File: src/rtl/core/sspq_pkg.sv
// shared types and constants for the sorted priority queue
`default_nettype none

package sspq_pkg;

    localparam int DEPTH_DEF    = 16;
    localparam int KEY_BITS_DEF = 16;
    localparam int TAG_BITS_DEF = 16;
    localparam int ACT_BITS     = 2;

    // request codes; the fourth code behaves as a query
    typedef enum logic [ACT_BITS-1:0] {
        ACT_QUERY  = 2'd0,
        ACT_INSERT = 2'd1,
        ACT_REMOVE = 2'd2
    } action_t;

    // per-cycle command broadcast to every cell
    typedef struct packed {
        logic ins;
        logic rem;
    } cmd_t;

endpackage

`default_nettype wire

File: src/rtl/core/sspq_req_if.sv
// request channel: action, key and tag
`default_nettype none

interface sspq_req_if #(
    parameter int KEY_BITS = sspq_pkg::KEY_BITS_DEF,
    parameter int TAG_BITS = sspq_pkg::TAG_BITS_DEF
);
    logic                          valid;
    logic                          ready;
    logic [sspq_pkg::ACT_BITS-1:0] action;
    logic [KEY_BITS-1:0]           key;
    logic [TAG_BITS-1:0]           tag;

    modport source (output valid, action, key, tag, input ready);
    modport sink   (input valid, action, key, tag, output ready);
endinterface

`default_nettype wire

File: src/rtl/core/sspq_rsp_if.sv
// result channel: front entry and queue status
`default_nettype none

interface sspq_rsp_if #(
    parameter int KEY_BITS = sspq_pkg::KEY_BITS_DEF,
    parameter int TAG_BITS = sspq_pkg::TAG_BITS_DEF,
    parameter int CNT_BITS = $clog2(sspq_pkg::DEPTH_DEF + 1)
);
    logic                valid;
    logic                ready;
    logic [KEY_BITS-1:0] front_key;
    logic [TAG_BITS-1:0] front_tag;
    logic                is_empty;
    logic                is_full;
    logic [CNT_BITS-1:0] occupancy;
    logic                dropped;

    modport source (output valid, front_key, front_tag, is_empty, is_full, occupancy,
                    dropped, input ready);
    modport sink   (input valid, front_key, front_tag, is_empty, is_full, occupancy,
                    dropped, output ready);
endinterface

`default_nettype wire

File: src/rtl/core/sspq_cell.sv
// one slot of the sorted store with its neighbour shift logic
`default_nettype none

module sspq_cell #(
    parameter int INDEX    = 0,
    parameter int KEY_BITS = sspq_pkg::KEY_BITS_DEF,
    parameter int TAG_BITS = sspq_pkg::TAG_BITS_DEF,
    parameter int CNT_BITS = 5
) (
    input  wire                  clk,
    input  wire sspq_pkg::cmd_t  cmd,
    input  wire [CNT_BITS-1:0]   count,
    input  wire [KEY_BITS-1:0]   new_key,
    input  wire [TAG_BITS-1:0]   new_tag,
    input  wire                  left_le,
    input  wire [KEY_BITS-1:0]   left_key,
    input  wire [TAG_BITS-1:0]   left_tag,
    input  wire [KEY_BITS-1:0]   right_key,
    input  wire [TAG_BITS-1:0]   right_tag,
    output logic                 le,
    output logic [KEY_BITS-1:0]  key,
    output logic [TAG_BITS-1:0]  tag
);

    logic [KEY_BITS-1:0] key_reg, key_next;
    logic [TAG_BITS-1:0] tag_reg, tag_next;
    logic                occupied;

    assign occupied = count > CNT_BITS'(INDEX);
    // held entry stays in front of the new one
    assign le       = occupied && (key_reg <= new_key);

    always_comb
    begin
        key_next = key_reg;
        tag_next = tag_reg;
        if (cmd.ins)
        begin
            if (!le)
            begin
                if (left_le)
                begin
                    key_next = new_key;
                    tag_next = new_tag;
                end
                else
                begin
                    key_next = left_key;
                    tag_next = left_tag;
                end
            end
        end
        else if (cmd.rem)
        begin
            key_next = right_key;
            tag_next = right_tag;
        end
    end

    always_ff @(posedge clk)
    begin
        key_reg <= key_next;
        tag_reg <= tag_next;
    end

    assign key = key_reg;
    assign tag = tag_reg;

endmodule

`default_nettype wire

File: src/rtl/core/stable_sorted_priority_queue_top.sv
// top level of the stable sorted priority queue: cell chain, count and result register
//
//  channel | dir | fields                                                        
//  req     | in  | action, key, tag                                              
//  rsp     | out | front_key, front_tag, is_empty, is_full, occupancy, dropped   
//
// one item per cycle while the result slot is free or drains: every cell compares its key
// with the new key at once, so insert and remove each update the whole cell chain together.
// the result of an item is presented the cycle after it is taken and held
// until the sink takes it; a new item is taken in that same cycle.
// reset clears the entry count and the result slot; stored entries are not
// cleared, only slots below the count are ever shown.
`default_nettype none

module stable_sorted_priority_queue_top #(
    parameter int DEPTH    = sspq_pkg::DEPTH_DEF,
    parameter int KEY_BITS = sspq_pkg::KEY_BITS_DEF,
    parameter int TAG_BITS = sspq_pkg::TAG_BITS_DEF
) (
    input  wire        clk,
    input  wire        rst_n,
    sspq_req_if.sink   req,
    sspq_rsp_if.source rsp
);

    localparam int CNT_BITS = $clog2(DEPTH + 1);

    logic [CNT_BITS-1:0] count_reg, count_next;
    logic                out_valid_reg;
    logic                dropped_reg, dropped_next;
    logic                accept;
    logic                is_ins, is_rem, full, empty;
    sspq_pkg::cmd_t      cmd;

    // chain wiring, one entry per cell
    logic [KEY_BITS-1:0] cell_key [DEPTH];
    logic [TAG_BITS-1:0] cell_tag [DEPTH];
    logic                cell_le  [DEPTH];

    // state only moves on an accepted item, and an item is taken only when
    // the result slot is free or drains this cycle, so the shown result
    // can be read straight from the cells and the count
    assign req.ready = !out_valid_reg || rsp.ready;
    assign accept    = req.valid && req.ready;

    assign full  = count_reg == CNT_BITS'(DEPTH);
    assign empty = count_reg == '0;

    always_comb
    begin
        is_ins = 1'b0;
        is_rem = 1'b0;
        case (req.action)
            sspq_pkg::ACT_INSERT: is_ins = 1'b1;
            sspq_pkg::ACT_REMOVE: is_rem = 1'b1;
            default:              ;
        endcase
    end

    assign cmd.ins = accept && is_ins && !full;
    assign cmd.rem = accept && is_rem && !empty;

    always_comb
    begin
        count_next   = count_reg;
        dropped_next = dropped_reg;
        if (cmd.ins)
            count_next = count_reg + CNT_BITS'(1);
        else if (cmd.rem)
            count_next = count_reg - CNT_BITS'(1);
        if (accept)
            dropped_next = is_ins && full;
    end

    genvar gi;
    generate
        for (gi = 0; gi < DEPTH; gi++)
        begin : g_cell
            // head cell always sees a smaller neighbour; tail cell refills from itself
            localparam int LI = (gi == 0) ? 0 : gi - 1;
            localparam int RI = (gi == DEPTH - 1) ? gi : gi + 1;

            sspq_cell #(
                .INDEX    (gi),
                .KEY_BITS (KEY_BITS),
                .TAG_BITS (TAG_BITS),
                .CNT_BITS (CNT_BITS)
            ) u_cell (
                .clk       (clk),
                .cmd       (cmd),
                .count     (count_reg),
                .new_key   (req.key),
                .new_tag   (req.tag),
                .left_le   ((gi == 0) ? 1'b1 : cell_le[LI]),
                .left_key  (cell_key[LI]),
                .left_tag  (cell_tag[LI]),
                .right_key (cell_key[RI]),
                .right_tag (cell_tag[RI]),
                .le        (cell_le[gi]),
                .key       (cell_key[gi]),
                .tag       (cell_tag[gi])
            );
        end
    endgenerate

    always_ff @(posedge clk or negedge rst_n)
    begin
        if (!rst_n)
        begin
            count_reg     <= '0;
            out_valid_reg <= 1'b0;
            dropped_reg   <= 1'b0;
        end
        else
        begin
            count_reg   <= count_next;
            dropped_reg <= dropped_next;
            if (accept)
                out_valid_reg <= 1'b1;
            else if (rsp.ready)
                out_valid_reg <= 1'b0;
        end
    end

    // front entry reads as zero when the queue is empty
    assign rsp.valid     = out_valid_reg;
    assign rsp.front_key = empty ? '0 : cell_key[0];
    assign rsp.front_tag = empty ? '0 : cell_tag[0];
    assign rsp.is_empty  = empty;
    assign rsp.is_full   = full;
    assign rsp.occupancy = count_reg;
    assign rsp.dropped   = dropped_reg;

    // count never passes the capacity
    a_count_bound: assert property (@(posedge clk) disable iff (!rst_n)
        count_reg <= CNT_BITS'(DEPTH))
        else $error("entry count above capacity");

    // a refused insert is only ever flagged against a full queue
    a_drop_full: assert property (@(posedge clk) disable iff (!rst_n)
        (out_valid_reg && dropped_reg) |-> full)
        else $error("drop flagged while not full");

    // an accepted insert into a queue with room grows it by one
    a_ins_grow: assert property (@(posedge clk) disable iff (!rst_n)
        (accept && is_ins && !full) |=> (count_reg == $past(count_reg) + CNT_BITS'(1)))
        else $error("insert did not add an entry");

    // a remove on an empty queue leaves it empty
    a_rem_empty: assert property (@(posedge clk) disable iff (!rst_n)
        (accept && is_rem && empty) |=> empty)
        else $error("remove from empty queue changed the count");

endmodule

`default_nettype wire
File: src/flat_wrapper.sv
// flat-port wrapper written by rule: the top's interface ports become plain ports
module stable_sorted_priority_queue_top_flat 
#(
    parameter int DEPTH    = sspq_pkg::DEPTH_DEF,
    parameter int KEY_BITS = sspq_pkg::KEY_BITS_DEF,
    parameter int TAG_BITS = sspq_pkg::TAG_BITS_DEF
)
  (clk, rst_n, req_valid, req_action, req_key, req_tag, req_ready, rsp_valid, rsp_front_key, rsp_front_tag, rsp_is_empty, rsp_is_full, rsp_occupancy, rsp_dropped, rsp_ready);
  sspq_req_if #(.KEY_BITS(KEY_BITS), .TAG_BITS(TAG_BITS)) req_i ();
  sspq_rsp_if #(.KEY_BITS(KEY_BITS), .TAG_BITS(TAG_BITS)) rsp_i ();
  input  wire clk;
  input  wire rst_n;
  input wire logic [$bits(req_i.valid)-1:0] req_valid;
  input wire logic [$bits(req_i.action)-1:0] req_action;
  input wire logic [$bits(req_i.key)-1:0] req_key;
  input wire logic [$bits(req_i.tag)-1:0] req_tag;
  output wire logic [$bits(req_i.ready)-1:0] req_ready;
  output wire logic [$bits(rsp_i.valid)-1:0] rsp_valid;
  output wire logic [$bits(rsp_i.front_key)-1:0] rsp_front_key;
  output wire logic [$bits(rsp_i.front_tag)-1:0] rsp_front_tag;
  output wire logic [$bits(rsp_i.is_empty)-1:0] rsp_is_empty;
  output wire logic [$bits(rsp_i.is_full)-1:0] rsp_is_full;
  output wire logic [$bits(rsp_i.occupancy)-1:0] rsp_occupancy;
  output wire logic [$bits(rsp_i.dropped)-1:0] rsp_dropped;
  input wire logic [$bits(rsp_i.ready)-1:0] rsp_ready;
  assign req_i.valid = req_valid;
  assign req_i.action = req_action;
  assign req_i.key = req_key;
  assign req_i.tag = req_tag;
  assign req_ready = req_i.ready;
  assign rsp_valid = rsp_i.valid;
  assign rsp_front_key = rsp_i.front_key;
  assign rsp_front_tag = rsp_i.front_tag;
  assign rsp_is_empty = rsp_i.is_empty;
  assign rsp_is_full = rsp_i.is_full;
  assign rsp_occupancy = rsp_i.occupancy;
  assign rsp_dropped = rsp_i.dropped;
  assign rsp_i.ready = rsp_ready;
  stable_sorted_priority_queue_top #(.DEPTH(DEPTH), .KEY_BITS(KEY_BITS), .TAG_BITS(TAG_BITS)) u_core (.clk(clk), .rst_n(rst_n), .req(req_i), .rsp(rsp_i));
endmodule
File: config.mk
export PLATFORM = sky130hd
export DESIGN_NAME = stable_sorted_priority_queue_top_flat
export DESIGN_NICKNAME = d
export VERILOG_FILES = /design/src/rtl/core/sspq_pkg.sv /design/src/rtl/core/sspq_req_if.sv /design/src/rtl/core/sspq_rsp_if.sv /design/src/rtl/core/sspq_cell.sv /design/src/rtl/core/stable_sorted_priority_queue_top.sv /design/src/flat_wrapper.sv
export SDC_FILE = /design/constraint.sdc
export NUM_CORES = 2
export LEC_CHECK = 0
export ABC_AREA = 0
export BUFFER_PORTS_ARGS = -buffer_cell sky130_fd_sc_hd__buf_2
export CORE_ASPECT_RATIO = 1.4
export CORE_MARGIN = 3
export CORE_UTILIZATION = 50
export CTS_CLUSTER_DIAMETER = 200
export DETAILED_ROUTE_END_ITERATION = 10
export PLACE_DENSITY_LB_ADDON = 0.1
export SYNTH_ARGS = -nofsm -noshare
export SYNTH_HDL_FRONTEND = slang
export SYNTH_SLANG_ARGS = --single-unit
File: constraint.sdc
create_clock -name clk -period 9.96 [get_ports clk]
set_input_delay 0.996 -clock clk [delete_from_list [all_inputs] [get_ports clk]]
set_output_delay 0.996 -clock clk [all_outputs]
set_load 0.05 [all_outputs]
==> reports/results.txt <==
Result of the run = complete, no violations
Total DRC errors in the routed layout = 0
Crit. End Element = flip-flop
Input/output buffers = 79
Final Instance Count excl. Fillers = 3924
Number of cells produced by synthesis = 3081
Number of DRC markers in iteration 0 = 2661
Syn Nets = 3380
Per-cell via count in the routed design = 6.66
Worst reg2reg path startpoint = u_core.rsp.occupancy[0]$_DFFE_PN0P_
Initial standard-cell utilization of the core = 50.7%
Overall Power = 0.00709 W
Die ar. = 68400 um^2
Synthesized area per cell = 10.6 um^2
Maximum VDD drop = 159 uV
Setup repair after global routing missed its margin = no
Final count of pins violating max slew = 0
Primary FF master, synth = edfxtp_1
CP Launch Type = input pin
Synthesis warning total = 0
Path category of the worst min-delay check = in2async
Measured slew at the worst slew-check pin = 1280 ps
Worst-Skew Late Latency = 630 ps
Min Tclk post-route = 4910 ps
Cells resized by post-CTS repair = 0
Ports placed on the boundary = 80
Max-capacitance violation count = 0
Final number of hold-violating endpoints = 0
Detailed-router iteration count before antenna repair = 6
First-pass GRT wire length = 175 mm
Post-synthesis sequential area ratio = 47.7%
Number of library cell types mapped by synthesis = 64
Detailed-placement wirelength estimate = 83.0 mm
Vert. Die Dim = 308 um
Post-synth top area share = 47.1%
Max Root-Sink Buffers = 3
Number of nets in the layout = 3337
Critical path class = in2reg
Largest fanout on the critical path = 34
GRT overflow = 0
Placed Cells incl. Taps = 3822
Count of antenna-violating nets left after detailed routing = 0
Maximum clock frequency = 204 MHz
Clock-pin transition on the worst setup and hold timing paths = 60 ps
Leakage power of the design = 13.6 nW
Skew final = 21.7 ps
Final number of setup-violating endpoints = 0
Worst reg-to-reg setup slack = 5400 ps
Crit path setup slack, layout = 5050 ps
Buffer cell driving the clock tree root = clkbuf_16
Total via count in the routed design = 26.1k
Number of enable flip-flop cells after synthesis = 512
CTS tree = built
Setup WS pre-CTS = 4440 ps
Post-CTS setup repair buffer count = 0
Area Overhead vs Synth = 8.61%
Final Routed Wirelength = 121 mm
Level count of the clock H-tree = 2
GPL Wtd Cong = 0.963
Number of antenna violations at the first check in global routing = 4
Row count = 110
Die X = 222 um
Count of hold buffers inserted by post-cts repair = 0
Arrival @ worst endpoint = 5170 ps
Most area-hungry cell type in the Yosys netlist = edfxtp_1
Num Clock Sinks = 519
Number of buffers created by CTS = 54
Area of the core = 64400 um^2
Pin count of the biggest net entering global routing = 182
Power density over the cells = 200 nW/um^2
Async set or reset register ratio after synthesis = 1.35%
Mapped Area = 32600 um^2
Area post-placement = 33700 um^2
Count of state elements after synthesis = 519
Total track usage = 34.4%
Via count of the first global-routing pass = 25.9k
Final sum of negative setup slack = 0 ps
Relative max-transition margin = 14.3%
Data required time at the worst endpoint = 10220 ps
Share of layout cells above drive strength 1 = 13.0%
Final instance area = 35400 um^2
Wirelength per Cell = 30.8 um
Length in cells of the worst reg-to-reg path = 11
Worst reg2reg endpoint = u_core.g_cell[8].u_cell.key[5]$_DFFE_PP_
Top cells by area, synth = edfxtp_1, ha_1, mux2i_1
Share of the cycle needed by the critical path after routing = 49.3%
-- how the worst max path moves through the flow --
stage	from	to	slack, ps	cells after the start
after floorplan	req_key[14]	u_core.g_cell[8].u_cell.key[0]$_DFFE_PP_	4090	9
after global placement	req_key[6]	u_core.g_cell[3].u_cell.tag[10]$_DFFE_PP_	4380	11
after detailed placement	req_key[6]	u_core.g_cell[14].u_cell.key[4]$_DFFE_PP_	4440	10
after CTS	req_key[6]	u_core.g_cell[14].u_cell.key[6]$_DFFE_PP_	5070	10
after global routing	req_key[6]	u_core.g_cell[14].u_cell.key[6]$_DFFE_PP_	4930	10
final	req_key[6]	u_core.g_cell[3].u_cell.key[5]$_DFFE_PP_	5050	11
-- report_power, final --
group	leakage, nW	total, W	internal, W	switching [W]
Combinational	7.98	0.00220	0.000732	0.00146
Sequential	4.79	0.00284	0.00266	0.000181
Clock	0.832	0.00205	0.00113	0.000924
Total	13.6	0.00709	0.00452	0.00257
-- critical path, cell delays in order --
cell and delay [ps]:
buf_2 350, inv_1 490, ha_1 470, nand4_1 200, nor4_1 660, a21boi_1 270
or4_1 190, o21ai_4 50, buf_4 390, o21ai_4 520, buf_4 520
-- final cells by class --
cell class,instances,area [um^2]
repair buffers,145,928
fillers,5618,29000
diodes,3,7.51
flip-flops and latches,519,15500
multi-input cells,2276,16000
inverters,42,158
well taps,840,1050
clock inverters,37,333
clock buffers,62,1380
-- stage by stage --
stage | util, % | hold slack [ps]
detailed placement | 52.4 | 499
CTS | 55.0 | 235
global placement | 52.4 | 481
floorplan | - | 514
finish | 55.0 | 257
global route | 55.0 | 250
-- layout by cell type (no fill, tap or decap), drive strengths merged, types with 20 or more instances in the layout --
| cell type | n |
|---|---|
| inv | 42 |
| buf | 145 |
| clkinv | 28 |
| edfxtp | 512 |
| a21o | 28 |
| mux2i | 283 |
| a21oi | 347 |
| o221ai | 24 |
| nand2 | 322 |
| o22ai | 32 |
| ha | 261 |
| o21ai | 180 |
| and2 | 36 |
| nand3 | 52 |
| nor2 | 289 |
| clkbuf | 62 |
| nand4 | 48 |
| or3 | 20 |
| o221a | 111 |
| mux2 | 32 |
| o211ai | 45 |
| o22a | 31 |
-- routing by layer --
| metal | vias to the layer above | routed length [um] | global-route usage, % |
|---|---|---|---|
| met1 | 12936 | 45900 | 41.0 |
| met3 | 329 | 6910 | 4.20 |
| met2 | 1231 | 57700 | 57.9 |
| met5 | - | 0 | 0 |
| li1 | 11641 | - | - |
| met4 | 0 | 10300 | 24.4 |
-- cells by family after synthesis --
logic type,after synthesis,synth area share (%)
AO/OA/AOI/OAI,871,17.7
AND/OR/NAND/NOR,826,11.0
flip-flops,519,47.7
multiplexers,315,9.78
buffers and inverters,286,3.82
adder cells (fa/ha/maj),261,10.0
XOR/XNOR,3,0.0805
-- Yosys cell counts (all sizes together) (3+ instances only) --
cell type  count
nand2b         7
and4           3
o21ai        180
a2111oi        3
mux2i        283
o21bai         3
mux2          32
a31oi         18
a211o          3
clkbuf       152
nand4         48
a21oi        347
o221ai        24
o211ai        45
inv           41
a211oi        10
or4            4
o21a          11
nand3         52
dfrtp          7
and2          36
a22oi          5
ha           261
nor2b         18
a221oi         4
o211a          3
o22ai         32
o22a          31
a21boi         3
nor4          10
buf           92
edfxtp       512
nor2         289
nand2        322
nor3           8
a21o          28
or3           20
o221a        111
Power figures use the tool's default switching activity.
